**src/rtl/mbr_pkg.sv**
```systemverilog
`default_nettype none
package mbr_pkg;

	localparam int BUFFER_BYTES_DEF  = 4096;
	localparam int MAX_READ_BITS_DEF = 64;

	localparam logic [2:0] FN_APPEND = 3'd0;
	localparam logic [2:0] FN_READ   = 3'd1;
	localparam logic [2:0] FN_PEEK   = 3'd2;
	localparam logic [2:0] FN_SKIP   = 3'd3;
	localparam logic [2:0] FN_REWIND = 3'd4;
	localparam logic [2:0] FN_CLEAR  = 3'd5;

	localparam logic [1:0] ST_OK    = 2'd0;
	localparam logic [1:0] ST_COUNT = 2'd1;
	localparam logic [1:0] ST_RANGE = 2'd2;

	typedef struct packed {
		logic [2:0]  func;
		logic [7:0]  data_byte;
		logic [6:0]  bit_count;
		logic [12:0] byte_count;
	} cmd_t;

	typedef struct packed {
		logic [63:0] value;
		logic [1:0]  status;
		logic [15:0] bits_left;
		logic [12:0] bytes_held;
	} rsp_t;

	typedef enum logic [2:0] {
		OP_APPEND,
		OP_READ,
		OP_PEEK,
		OP_SKIP,
		OP_REWIND,
		OP_CLEAR,
		OP_NOP
	} op_t;

	typedef struct packed {
		op_t         op;
		logic        too_many;
		logic [7:0]  data_byte;
		logic [6:0]  bit_count;
		logic [12:0] byte_count;
	} task_t;

	typedef enum logic [1:0] {
		S_IDLE,
		S_EXEC,
		S_GATHER,
		S_EMIT
	} back_state_t;

endpackage
`default_nettype wire

```
**src/rtl/mbr_queue.sv**
```systemverilog
`default_nettype none
module mbr_queue (
	input  wire logic           clk,
	input  wire logic           arst_n,
	input  wire logic           push,
	input  wire mbr_pkg::task_t push_data,
	output logic                full,
	input  wire logic           pop,
	output mbr_pkg::task_t      head,
	output logic                not_empty
);
	import mbr_pkg::*;

	task_t      slot_q [2];
	logic       wr_q;
	logic       rd_q;
	logic [1:0] cnt_q;

	assign full      = cnt_q == 2'd2;
	assign not_empty = cnt_q != 2'd0;
	assign head      = slot_q[rd_q];

	always_ff @(posedge clk) begin
		if (push) begin
			slot_q[wr_q] <= push_data;
		end
	end

	always_ff @(posedge clk or negedge arst_n) begin
		if (!arst_n) begin
			wr_q  <= 1'b0;
			rd_q  <= 1'b0;
			cnt_q <= 2'd0;
		end else begin
			if (push) wr_q <= ~wr_q;
			if (pop)  rd_q <= ~rd_q;
			cnt_q <= cnt_q + 2'(push) - 2'(pop);
		end
	end
endmodule
`default_nettype wire

```
**config.mk**
```make
export PLATFORM = sky130hd
export DESIGN_NAME = mbr_queue
export DESIGN_NICKNAME = d
export VERILOG_FILES = /design/src/rtl/mbr_pkg.sv /design/src/rtl/mbr_queue.sv
export SDC_FILE = /design/constraint.sdc
export NUM_CORES = 1
export LEC_CHECK = 0
export BUFFER_PORTS_ARGS = -buffer_cell sky130_fd_sc_hd__buf_2
export CORE_MARGIN = 1
export CORE_UTILIZATION = 56
export DETAILED_ROUTE_END_ITERATION = 8
export HOLD_SLACK_MARGIN = 0.15
export PLACE_DENSITY = 0.84
export SLEW_MARGIN = 20
export SYNTH_ARGS = -nofsm -noshare
export SYNTH_HDL_FRONTEND = slang
export SYNTH_SLANG_ARGS = --single-unit
export TNS_END_PERCENT = 5
```
**constraint.sdc**
```tcl
create_clock -name clk -period 4.24 [get_ports clk]
set_input_delay 1.06 -clock clk [delete_from_list [all_inputs] [get_ports clk]]
set_output_delay 1.06 -clock clk [all_outputs]
set_load 0.005 [all_outputs]
```
# Yosys cells after proc, flatten, opt, wreduce, memory -nomap -nowiden
# Memories as Yosys holds them, arrays and structs flattened.
# Cells that the tools add are included.
op_classes:
  addsub: 2
  eq_ne: 1
  mux: 2
  bitwise_logic: 2
  n_reduce_logical: 1
ops:
  columns: ["operator", "n"]
  rows:
  - ["2-bit by 1-bit adder with 2-bit output", 1]
  - ["2-bit equality test, second input constant", 1]
  - ["1-bit 2-to-1 mux", 2]
  - ["1-bit NOT", 2]
  - ["2-bit nonzero test", 1]
  - ["2-bit by 1-bit subtractor with 2-bit output", 1]
totals:
  register_bits: 4
  mem_bits_rw: 64
  in_bits: 36
  output_inout_bits: 34
  elab_cells: 12
  memories: 1
mem_list:
  columns: ["name", "depth", "width", "read_ports", "rd_ports_with_merged_regs", "write_ports", "line_no", "rtl"]
  rows:
  - ["slot_q", 2, 32, 1, 0, 1, "mbr_queue.sv:14", "task_t slot_q [2];"]

# Longest topological paths before layout
depth:
  word_depth: 2
  mapped_depth: 5
  depth_no_buf: 5

# Least setup slack after synthesis
# Ideal clock, no wire load.
synth_timing:
  path_kind: "in2reg"
  from: "in push"
  to: "mem slot_q[0][0] (netlist name) (enable)"
  setup_ns: 0.425
  arrival_time_ns: 2.508
  required_ns: 3.815
  path_slack_ns: 1.308
  path_stages: 1
  n_path_buf: 0
  cell_sequence: "nor2b_1"
synth_between:
  elab_chain_len: 2
synth_rtl:
  columns: ["item", "line_no", "rtl"]
  rows:
  - ["start: declaration", "mbr_queue.sv:5", "input wire logic push,"]
  - ["1-bit 2-to-1 mux", "mbr_queue.sv:24", "if (push) begin"]
  - ["1-bit 2-to-1 mux (not written as such)", "mbr_queue.sv:25", "slot_q[wr_q] <= push_data;"]
  - ["end: declaration", "mbr_queue.sv:14", null]
# Every way passes these cells.

==> impl_metrics.yaml <==
yosys:
  synth.area.top_cells: "edfxtp_1, mux2_4, dfrtp_1"
  yosysWarnings: 0
  synth_commonest_cells: "edfxtp_1, mux2_4, dfrtp_1"
  synth_top_area_frac: 0.722
  synthFlopType: "edfxtp_1"
  async_reset_ff_frac: 0.0588
  synth_edf_count: 64
  syn_inst: 115
  syn-cell-area_sq_um: 2660
  synthesis.nets: 153
  yosys.cell_count.top_type: "edfxtp_1"
  synth-seq-cells: 68
  avgSynthCellArea_sq_um: 23.1
  synth_top_cell_by_area: "edfxtp_1"
  yosysUniqueCellTypes: 13
  yosysSeqAreaShare: 0.760
sta:
  post-route-min-period_ps: 2970
  tightest_slew_ps: 985
  hold_violations: 0
  clock_skew_ps: 4.77
  slew_headroom: 0.344
  clock.fmax_ghz: 0.337
  fin_setup_tns_ps: 0
  finalCritPeriodShare: 0.700
  rsz0062_at_grt: "no"
  setup_viol: 0
  slew_viol_final: 0
setup_path:
  cp_max_fo: 33
  cp.arrival_ps: 1910
  r2r-end: "slot_q[1][31]$_DFFE_PP_"
  critPathCapture: "head[0]"
  endpoint_kind: "output port"
  reg2reg_from: "wr_q$_DFFE_PN0P_"
  cp-start-kind: "flip-flop"
  ff2ff_path_depth: 2
  crit_required_ps: 3180
  path_class: "flip-flop to output port"
  startpoint: "rd_q$_DFFE_PN0P_"
  r2r_slack_ps: 2500
layout:
  final_core_util: 0.707
  multi_input_area_sq_um: 568
  layout-drive-gt1-share: 0.592
  n_antenna_cell: 0
  nets: 230
  synthToLayoutAreaGrowth_pct: 18.9
  final-seq-area_sq_um: 2020
  fillerInstances: 275
floorplan:
  die_w_um: 70.9
  rows: 24
  start_util: 0.595
  io_pins: 70
  die_height_um: 70.9
  fp.dieArea_sq_um: 5030
  coreArea_sq_um: 4470
cts:
  cts_htree_levels: 3
  ctsResizeCount: 0
  cts_tree: "yes"
  clk_pin_slew_worst_paths_ps: 60
  hold_buffers: 0
  clock_path_buffers: 2
  cts_made_buffers: 9
  cts.sinks: 68
  post_cts_buffers: 0
  ctsRootBufferMaster: "clkbuf_8"
  clkLatencyLatePin_ps: 330
status:
  status: "finished with violations"
  failed_checks: "design-rule violations"
route:
  ant_nets: 0
  viasPerCell: 5.10
  wl_mm: 4.00
  drt_first_iter_violations: 106
  wl_per_cell_um: 16.1
  drtPass1Iterations: 9
  drc_errors: 4
  vias: 1265
pwr:
  powerDensity_nw_per_um2: 626
  leakagePower_nw: 1.32
  worst_ir_drop_vdd_uv: 342
place:
  dp_hpwl_mm: 2.73
  io_buffers: 69
  place_congestion: 0.654
grt:
  overflow: 0
  grt_max_degree: 34
  grt_pass1_wl_mm: 6.47
  antenna_found_initial: 0
  grt_pass1_vias: 1324
  track_usage: 0.184
hold_path:
  hold_path_class: "input pin to async pin"
job:
  cap_violations: 0
==> registers in the layout (all words and copies together) (netlist names) <==
name / count
rd_q: 1
wr_q: 1
slot_q: 64
cnt_q: 2
==> power breakdown <==
group          switching (W)  internal [W]
clock network       0.000214      0.000203
logic               0.000189      0.000356
registers           0.000123      0.000896
==> stage by stage <==
stage | cells | cell area, sq um | power, W | setup WS [ps] | hold slack (ps)
2_1_floorplan | 115 | 2660 | 0.00143 | 1310 | 455
3_3_place_gp | 233 | 3020 | 0.00156 | 1640 | 523
3_5_place_dp | 233 | 3020 | 0.00159 | 1610 | 551
4_1_cts | 248 | 3170 | 0.00201 | 1230 | 507
5_1_grt | 248 | 3170 | 0.00209 | 1160 | 511
6_report | 248 | 3170 | 0.00198 | 1270 | 523
==> worst min-delay path by stage <==
stage | slack, ps | to
final | 520 | cnt_q[0]$_DFF_PN0_
after global routing | 510 | cnt_q[0]$_DFF_PN0_
after CTS | 510 | cnt_q[0]$_DFF_PN0_
after detailed placement | 550 | wr_q$_DFFE_PN0P_
after global placement | 520 | wr_q$_DFFE_PN0P_
after floorplan | 460 | wr_q$_DFFE_PN0P_
==> per-layer routing <==
metal  share of wire  wire length (um)  track usage  vias to the layer above
li1                -                 -            -                      597
met1            0.41              1630        0.218                      607
met2            0.51              2030        0.294                       55
met3           0.071               283       0.0741                        6
met4           0.014                56       0.0933                        0
met5               0                 0            0                        -
==> cell type report <==
class	count	share of cell area
repair buffers	70	0.111
clock buffers	11	0.0415
well taps	52	0.0206
flip-flops and latches	68	0.639
inverters	2	0.00237
multi-input cells	41	0.179
clock inverters	4	0.00553
==> worst max-delay path, stage by stage, from the launching register on <==
cell and delay [ps]:
dfrtp_2 1010, mux2_2 420, buf_2 120
==> cell usage in the layout, fill, tap and decap left out <==
cell      count
and2_1        1
buf_2        69
buf_4         1
clkbuf_1      2
clkbuf_8      9
clkinv_1      2
clkinv_2      2
dfrtp_1       3
dfrtp_2       1
edfxtp_1     64
ha_1          2
inv_1         2
mux2_2        3
mux2_4       29
nor2b_1       1
nor2b_4       1
or2_2         1
xor2_1        2
xor3_1        1
==> cells by family after synthesis <==
group,synth area share
DFF,0.760
and+or+nand+nor,0.00941
buffers and inverters,0.0296
xor gates and xnor gates,0.0155
muxes,0.176
adders and majority gates,0.00940
No activity file was read; power rests on OpenSTA's default activity.
